## src/rtl/core/sss_pkg.sv

```systemverilog
// Shared types, codes and the segment table of the seven-segment scan shifter.
`default_nettype none
package sss_pkg;

	// Request codes
	localparam logic FuncLoad = 1'b0;
	localparam logic FuncScan = 1'b1;

	// Display geometry
	localparam int DigitCount = 4;
	localparam int StoreDepth = 4;
	localparam int FrameBits  = 16;

	// Reciprocal of ten for 16-bit operands: x / 10 == (x * RecipTen) >> 19
	localparam logic [15:0] RecipTen   = 16'hCCCD;
	// Reciprocal of ten for operands below 1029: x / 10 == (x * RecipTenSm) >> 11
	localparam logic [7:0]  RecipTenSm = 8'd205;

	typedef logic [3:0] digit_t;
	typedef logic [1:0] scan_idx_t;
	typedef logic [3:0] bit_idx_t;
	typedef logic [FrameBits-1:0] frame_t;

	// Last stage of the conversion pipeline, as seen by the top level
	typedef struct packed {
		logic                          valid;
		logic                          func;
		logic [StoreDepth-1:0][3:0]    digits;
	} split_out_t;

	// Segment code for one decimal digit, active low, dp in bit 0
	function automatic logic [7:0] seg_code(input digit_t d);
		logic [7:0] code;
		unique case (d)
			4'd0:    code = 8'h03;
			4'd1:    code = 8'h9f;
			4'd2:    code = 8'h25;
			4'd3:    code = 8'h0d;
			4'd4:    code = 8'h99;
			4'd5:    code = 8'h49;
			4'd6:    code = 8'h41;
			4'd7:    code = 8'h1f;
			4'd8:    code = 8'h01;
			4'd9:    code = 8'h09;
			default: code = 8'h00;
		endcase
		return code;
	endfunction

endpackage
`default_nettype wire

```

## src/rtl/core/sss_channels.sv

```systemverilog
// Request and result channel interfaces of the seven-segment scan shifter.
`default_nettype none
interface sss_item_if;
	logic        valid;
	logic        ready;
	logic        func;
	logic [15:0] value;

	modport source (output valid, output func, output value, input ready);
	modport sink   (input valid, input func, input value, output ready);
endinterface

interface sss_result_if;
	logic       valid;
	logic       ready;
	logic       serial_bit;
	logic [3:0] bit_position;
	logic [1:0] digit_position;
	logic       last_bit;

	modport source (output valid, output serial_bit, output bit_position,
		output digit_position, output last_bit, input ready);
	modport sink   (input valid, input serial_bit, input bit_position,
		input digit_position, input last_bit, output ready);
endinterface
`default_nettype wire

```

## src/rtl/core/sss_digit_split.sv

```systemverilog
// Three-stage pipeline that splits a 16-bit value into four decimal digits.
`default_nettype none
module sss_digit_split (
	input  wire logic              clk,
	input  wire logic              arst_n,
	input  wire logic              adv,
	sss_item_if.sink               item,
	output sss_pkg::split_out_t    split
);
	import sss_pkg::*;

	logic        v_s1, v_s2, v_s3;
	logic        func_s1, func_s2, func_s3;
	logic [15:0] val_s1;
	logic [12:0] q1_s1, q1_s2;
	logic [9:0]  q2_s2, q2_s3;
	logic [6:0]  q3_s3;
	digit_t      d0_s2, d0_s3, d1_s3;

	logic [31:0] prod1;
	logic [28:0] prod2;
	logic [25:0] prod3;
	logic [14:0] prod4;
	logic [2:0]  q4;
	digit_t      d0_c, d1_c, d2_c, d3_c;

	// Accept a request whenever the pipeline moves
	assign item.ready = adv;

	// First quotient straight from the request
	assign prod1 = 32'(item.value) * 32'(RecipTen);
	// Units digit and second quotient
	assign d0_c  = 4'(val_s1 - 16'(16'(q1_s1) * 16'd10));
	assign prod2 = 29'(q1_s1) * 29'(RecipTen);
	// Tens digit and third quotient
	assign d1_c  = 4'(q1_s2 - 13'(13'(q2_s2) * 13'd10));
	assign prod3 = 26'(q2_s2) * 26'(RecipTen);
	// Hundreds and thousands digits; ten-thousands is dropped
	assign d2_c  = 4'(q2_s3 - 10'(10'(q3_s3) * 10'd10));
	assign prod4 = 15'(q3_s3) * 15'(RecipTenSm);
	assign q4    = prod4[13:11];
	assign d3_c  = 4'(q3_s3 - 7'(7'(q4) * 7'd10));

	// Advance valid flags
	always_ff @(posedge clk or negedge arst_n) begin
		if (!arst_n) begin
			v_s1 <= 1'b0;
			v_s2 <= 1'b0;
			v_s3 <= 1'b0;
		end else if (adv) begin
			v_s1 <= item.valid;
			v_s2 <= v_s1;
			v_s3 <= v_s2;
		end
	end

	// Advance payload
	always_ff @(posedge clk) begin
		if (adv) begin
			func_s1 <= item.func;
			val_s1  <= item.value;
			q1_s1   <= prod1[31:19];
			func_s2 <= func_s1;
			d0_s2   <= d0_c;
			q1_s2   <= q1_s1;
			q2_s2   <= prod2[28:19];
			func_s3 <= func_s2;
			d0_s3   <= d0_s2;
			d1_s3   <= d1_c;
			q2_s3   <= q2_s2;
			q3_s3   <= prod3[25:19];
		end
	end

	assign split.valid  = v_s3;
	assign split.func   = func_s3;
	assign split.digits = {d3_c, d2_c, d1_s3, d0_s3};

endmodule
`default_nettype wire

```

## src/rtl/core/sss_frame_shift.sv

```systemverilog
// Output shifter that sends one 16-bit frame as serial bits, first bit at bit 0.
`default_nettype none
module sss_frame_shift (
	input  wire logic                clk,
	input  wire logic                arst_n,
	input  wire logic                load,
	input  wire sss_pkg::frame_t     frame,
	input  wire sss_pkg::scan_idx_t  digit,
	output logic                     free,
	sss_result_if.source             result
);
	import sss_pkg::*;

	logic      busy_q;
	frame_t    frame_q;
	bit_idx_t  bit_cnt_q;
	scan_idx_t digit_q;
	logic      last;
	logic      taken;

	assign last  = (bit_cnt_q == bit_idx_t'(FrameBits - 1));
	assign taken = busy_q && result.ready;
	assign free  = !busy_q || (taken && last);

	// Hold the busy flag for the length of a frame
	always_ff @(posedge clk or negedge arst_n) begin
		if (!arst_n) begin
			busy_q <= 1'b0;
		end else if (load) begin
			busy_q <= 1'b1;
		end else if (taken && last) begin
			busy_q <= 1'b0;
		end
	end

	// Load a frame or shift one bit per taken result
	always_ff @(posedge clk) begin
		if (load) begin
			frame_q   <= frame;
			bit_cnt_q <= '0;
			digit_q   <= digit;
		end else if (taken && !last) begin
			frame_q   <= frame_q >> 1;
			bit_cnt_q <= bit_cnt_q + 4'd1;
		end
	end

	assign result.valid          = busy_q;
	assign result.serial_bit     = frame_q[0];
	assign result.bit_position   = bit_cnt_q;
	assign result.digit_position = digit_q;
	assign result.last_bit       = last;

endmodule
`default_nettype wire

```

## src/rtl/core/seven_segment_scan_shifter_unit.sv

```systemverilog
// A request passes three pipeline stages; a scan's first bit is offered once it has
// left the last stage and loaded the output shifter, and one bit follows per cycle
// while taken. Loads are taken every cycle unless a waiting scan stalls the pipeline;
// a scan holds the shifter until its last bit is taken, when the next may load.
// Reset clears the digit store to zero, the scan digit to zero and all valid flags.
`default_nettype none
module seven_segment_scan_shifter_unit (
	input  wire logic     clk,
	input  wire logic     arst_n,
	sss_item_if.sink      item,
	sss_result_if.source  result
);
	import sss_pkg::*;

	split_out_t split;
	logic       adv;
	logic       shift_free;
	logic       scan_go;
	logic       load_go;
	digit_t     store_q [StoreDepth];
	scan_idx_t  scan_q;
	scan_idx_t  scan_next;
	logic [2:0] scan_inc;
	frame_t     frame;
	logic [3:0] sel;

	sss_digit_split u_split (
		.clk    (clk),
		.arst_n (arst_n),
		.adv    (adv),
		.item   (item),
		.split  (split)
	);

	// Stall only while a scan waits for the shifter
	assign scan_go = split.valid && (split.func == FuncScan) && shift_free;
	assign load_go = split.valid && (split.func == FuncLoad);
	assign adv     = !(split.valid && (split.func == FuncScan) && !shift_free);

	// Build the frame for the current digit
	assign sel   = 4'b0001 << scan_q;
	assign frame = {seg_code(store_q[scan_q]), sel, 4'b0000};

	// Wrap the scan digit at the display width
	assign scan_inc  = 3'(scan_q) + 3'd1;
	assign scan_next = (scan_inc >= 3'(DigitCount)) ? '0 : scan_inc[1:0];

	// Hold digits and scan position
	always_ff @(posedge clk or negedge arst_n) begin
		if (!arst_n) begin
			for (int i = 0; i < StoreDepth; i++) begin
				store_q[i] <= '0;
			end
			scan_q <= '0;
		end else begin
			if (load_go) begin
				for (int i = 0; i < StoreDepth; i++) begin
					store_q[i] <= split.digits[i];
				end
			end
			if (scan_go) begin
				scan_q <= scan_next;
			end
		end
	end

	sss_frame_shift u_shift (
		.clk    (clk),
		.arst_n (arst_n),
		.load   (scan_go),
		.frame  (frame),
		.digit  (scan_q),
		.free   (shift_free),
		.result (result)
	);

endmodule
`default_nettype wire

```

## src/flat_wrapper.sv

```systemverilog
// flat-port wrapper written by rule: the top's interface ports become plain ports
module seven_segment_scan_shifter_unit_flat import sss_pkg::*;
  (clk, arst_n, item_valid, item_func, item_value, item_ready, result_valid, result_serial_bit, result_bit_position, result_digit_position, result_last_bit, result_ready);
  sss_item_if item_i ();
  sss_result_if result_i ();
  input  wire logic clk;
  input  wire logic arst_n;
  input wire logic [$bits(item_i.valid)-1:0] item_valid;
  input wire logic [$bits(item_i.func)-1:0] item_func;
  input wire logic [$bits(item_i.value)-1:0] item_value;
  output wire logic [$bits(item_i.ready)-1:0] item_ready;
  output wire logic [$bits(result_i.valid)-1:0] result_valid;
  output wire logic [$bits(result_i.serial_bit)-1:0] result_serial_bit;
  output wire logic [$bits(result_i.bit_position)-1:0] result_bit_position;
  output wire logic [$bits(result_i.digit_position)-1:0] result_digit_position;
  output wire logic [$bits(result_i.last_bit)-1:0] result_last_bit;
  input wire logic [$bits(result_i.ready)-1:0] result_ready;
  assign item_i.valid = item_valid;
  assign item_i.func = item_func;
  assign item_i.value = item_value;
  assign item_ready = item_i.ready;
  assign result_valid = result_i.valid;
  assign result_serial_bit = result_i.serial_bit;
  assign result_bit_position = result_i.bit_position;
  assign result_digit_position = result_i.digit_position;
  assign result_last_bit = result_i.last_bit;
  assign result_i.ready = result_ready;
  seven_segment_scan_shifter_unit u_core (.clk(clk), .arst_n(arst_n), .item(item_i), .result(result_i));
endmodule
```

## config.mk

```make
export PLATFORM = sky130hd
export DESIGN_NAME = seven_segment_scan_shifter_unit_flat
export DESIGN_NICKNAME = d
export VERILOG_FILES = /design/src/rtl/core/sss_pkg.sv /design/src/rtl/core/sss_channels.sv /design/src/rtl/core/sss_digit_split.sv /design/src/rtl/core/sss_frame_shift.sv /design/src/rtl/core/seven_segment_scan_shifter_unit.sv /design/src/flat_wrapper.sv
export SDC_FILE = /design/constraint.sdc
export NUM_CORES = 1
export LEC_CHECK = 0
export ABC_CLOCK_PERIOD_IN_PS = 10700
export BUFFER_PORTS_ARGS = -buffer_cell sky130_fd_sc_hd__buf_2
export CAP_MARGIN = 40
export CORE_MARGIN = 2
export CORE_UTILIZATION = 70
export DETAILED_ROUTE_END_ITERATION = 6
export PLACE_DENSITY = 0.89
export SLEW_MARGIN = 20
export SYNTH_ARGS = -nofsm -noshare
export SYNTH_HDL_FRONTEND = slang
export SYNTH_SLANG_ARGS = --single-unit
```

## constraint.sdc

```tcl
create_clock -name clk -period 10.7 [get_ports clk]
set_clock_uncertainty 0.1 [all_clocks]
set_input_delay 0.535 -clock clk [delete_from_list [all_inputs] [get_ports clk]]
set_output_delay 0.535 -clock clk [all_outputs]
set_load 0.1 [all_outputs]
```

==> metrics.md <==
| Metric | Value |
|---|---|
| Most common cell after layout, fill and taps aside | `inv_1` |
| Share of the synthesized area in the top cell type | `29.1%` |
| Io pins | `31` |
| Mapped cell area | `14100 um2` |
| Antenna violations before repair | `0` |
| Clock sinks | `101` |
| Syn_area_per_cell | `10.5 um2` |
| Vias per cell | `5.59` |
| Area of the multi-input gates | `9820 um2` |
| Post-synth ARST share | `21.8%` |
| Via count | `9262` |
| Residual antenna-violating net count after detailed routing | `0` |
| First-pass GRT wire length | `48.0 mm` |
| Starting Density | `71.9%` |
| Final Critical Period | `6.07 ns` |
| Dpl hpwl | `24.0 mm` |
| Layout cells sized above 1 | `5.17%` |
| Average wire per standard cell | `16.9 um` |
| PnR worst setup slack | `4.63 ns` |
| Area delta synth->final | `5.45%` |
| Crit path buf inv count | `5` |
| Synth Area in Adders | `53.0%` |
| Number of synthesized register bits | `101` |
| Slowest cell delay on critical path | `0.55 ns` |
| Routed WL | `28.0 mm` |
| Data required time of the critical path | `10.70 ns` |
| Seq. cell area | `2840 um2` |
| TritonRoute pass-1 iters | `5` |
| Most frequent cells in the layout | `inv_1 (384), ha_1 (329), fa_1 (169), nand2_1 (77), edfxtp_1 (71)` |
| Clock root cell | `clkbuf_16` |
| # diodes | `0` |
| Final worst-path cycle share | `56.7%` |
| Die W | `146 um` |
| Slowest-stage cell, CP | `fa_1` |
| Worst Hold Class | `in2async` |
| Area leader, netlist | `ha_1` |
| Distinct cells, synth | `60` |
| Max Cap Viol | `0` |
| Most used cell, CP | `fa_1` |
| Sequential share of the synthesized area | `20.1%` |
| Post-synth EDFFs | `71` |
| CP top delay family | `adder cells` |
| Largest net degree at the start of global routing | `61` |
| Fmax | `165 MHz` |
| Final setup violation count | `0` |
| Setup TNS | `0 ns` |
| Final Hold Viols | `0` |
| DRC viols | `0` |
| Syn_nets | `1872` |
| Pre-CTS setup slack | `4.30 ns` |
| Cell Chain, Critical Path | `buf_2, ha_1, inv_1, fa_1, inv_1, fa_1, fa_1, fa_1, inv_1, fa_1, inv_1, ha_1, a211o_1, a21oi_2, o2111ai_1, and3_4, a41o_4, a211oi_4, o2111ai_1, nor3b_2` |
| Synth top area cells | `ha_1 (29%), fa_1 (24%), edfxtp_1 (15%)` |
| Total track usage | `28.1%` |
| Design Area, Final | `14900 um2` |
| Quantity of gates resized following cts | `0` |
| RR Startpoint | `u_core.u_split.q1_s1[5]` |
| # nets final | `1906` |
| Post-CTS Hold Fix Bufs | `0` |
| Complex-gate fraction of the synthesized area | `7.31%` |
| Warnings from Yosys | `0` |
| Gate Count Post-Synth | `1353` |
| # fillers | `1286` |
| Htree depth | `3` |
| Slew headroom | `46.7%` |
| Vias in the first global route | `10000` |
| Startpoint Class | `input pin` |
| Worst skew pair latency | `0.36 ns` |
| RSZ-0062 raised after global routing | `no` |
| Setup Fix Bufs, Post-CTS | `0` |
| Worst setup path category | `in2reg` |
| CTS tree | `yes` |
| Num CTS Buffers | `9` |
| DP Area | `14600 um2` |
| Worst Setup SP | `item_value[7]` |
| CP arrival | `6.07 ns` |
| RePlAce Congestion | `0.981` |
| Row count | `51` |
| DRT iter0 DRCs | `489` |
| Mux cell area share after synthesis | `0.858%` |
| Worst-path clk slew | `0.08 ns` |
| Port Buffers | `30` |
| Simple-gate share of the synthesized area | `5.03%` |
| Status | `finished, final reports clean` |
| CP Max Fanout | `5` |
| Worst slew pin tran | `0.798 ns` |
| XOR/XNOR share of the synthesized area | `3.22%` |
| Die footprint | `21400 um2` |
| Fin. max-slew vios | `0` |
| Reg2Reg Setup Slack | `4.98 ns` |
| Core area | `19700 um2` |
| Total gr overflow | `0` |
| Type of destination of the critical path | `flop` |
| Die Ht | `146 um` |
| Worst-case clock buffer depth | `2` |
| Main synth FF type | `edfxtp_1` |
| Largest family of logic cells by synthesized area | `adder cells` |
==> path summary, 6_finish.rpt <==
kind | end | cells after the start
worst min-delay path | u_core.scan_q[1] | 1
max in group asynchronous | u_core.store_q[9] | 1
worst min register to register | u_core.u_split.d0_s3[0] | 0
min in group clk | u_core.u_split.func_s1 | 1
worst max-delay path | u_core.u_split.q1_s1[12] | 20
worst max register to register | u_core.u_split.q2_s2[9] | 18
==> cell type report <==
class / instances / share of cell area, %
inverter: 385 / 9.69
timing repair buffer: 31 / 1.06
tap: 265 / 2.22
sequential: 101 / 19.1
multi-input combinational: 859 / 65.9
clock inverter: 7 / 0.579
clock buffer: 9 / 1.51
==> through the flow <==
step / instances / hold WS, ns / util, %
after global placement: 1641 / 0.302 / 74.3
after CTS: 1657 / 0.0500 / 75.9
final: 1657 / 0.0382 / 75.9
after global routing: 1657 / 0.0791 / 75.9
after floorplan: 1353 / 0.139 / -
after detailed placement: 1641 / 0.305 / 74.3
==> sequential cells by signal, indices dropped and copies added, names as in the netlist <==
register	flops
u_core.scan_q	2
u_core.store_q	16
u_core.u_shift.frame_q	16
u_core.u_shift.result.bit_position	4
u_core.u_shift.result.digit_position	2
u_core.u_shift.result.valid	1
u_core.u_split.d0_s2	4
u_core.u_split.d0_s3	4
u_core.u_split.d1_s3	4
u_core.u_split.func_s1	1
u_core.u_split.func_s2	1
u_core.u_split.func_s3	1
u_core.u_split.q1_s1	13
u_core.u_split.q1_s2	4
u_core.u_split.q2_s2	10
u_core.u_split.q2_s3	4
u_core.u_split.q3_s3	7
u_core.u_split.v_s1	1
u_core.u_split.v_s2	1
u_core.u_split.v_s3	1
u_core.u_split.val_s1	4
==> logic make-up after synthesis <==
| logic type | after synthesis |
|---|---|
| muxes | 8 |
| buffers and inverters | 393 |
| xor gates and xnor gates | 52 |
| and+or+nand+nor | 153 |
| DFF | 101 |
| adders and majority gates | 498 |
| AOI/OAI and AO/OA | 148 |
==> synth_stat cells, types with 7 or more instances <==
cell type  instances
inv_1            384
ha_1             329
fa_1             169
nand2_1           77
edfxtp_1          71
a21oi_1           32
xnor2_1           27
o21ai_0           26
xor2_1            25
a21o_1            22
dfrtp_1           22
nor2_1            22
nand3_1           11
o21a_1            11
nand4_1           10
clkbuf_1           8
dfxtp_1            8
a22o_1             7
==> layer usage <==
layer / GRT usage, % / vias up / wire length (um)
li1: - / 4417 / -
met1: 36.7 / 4573 / 11800
met2: 50.3 / 222 / 14400
met3: 3.44 / 50 / 1160
met4: 6.94 / 0 / 638
met5: 0 / - / 0
Power is not shown: default switching activity piles up to over one toggle a cycle in this logic, so the estimate is an artifact.
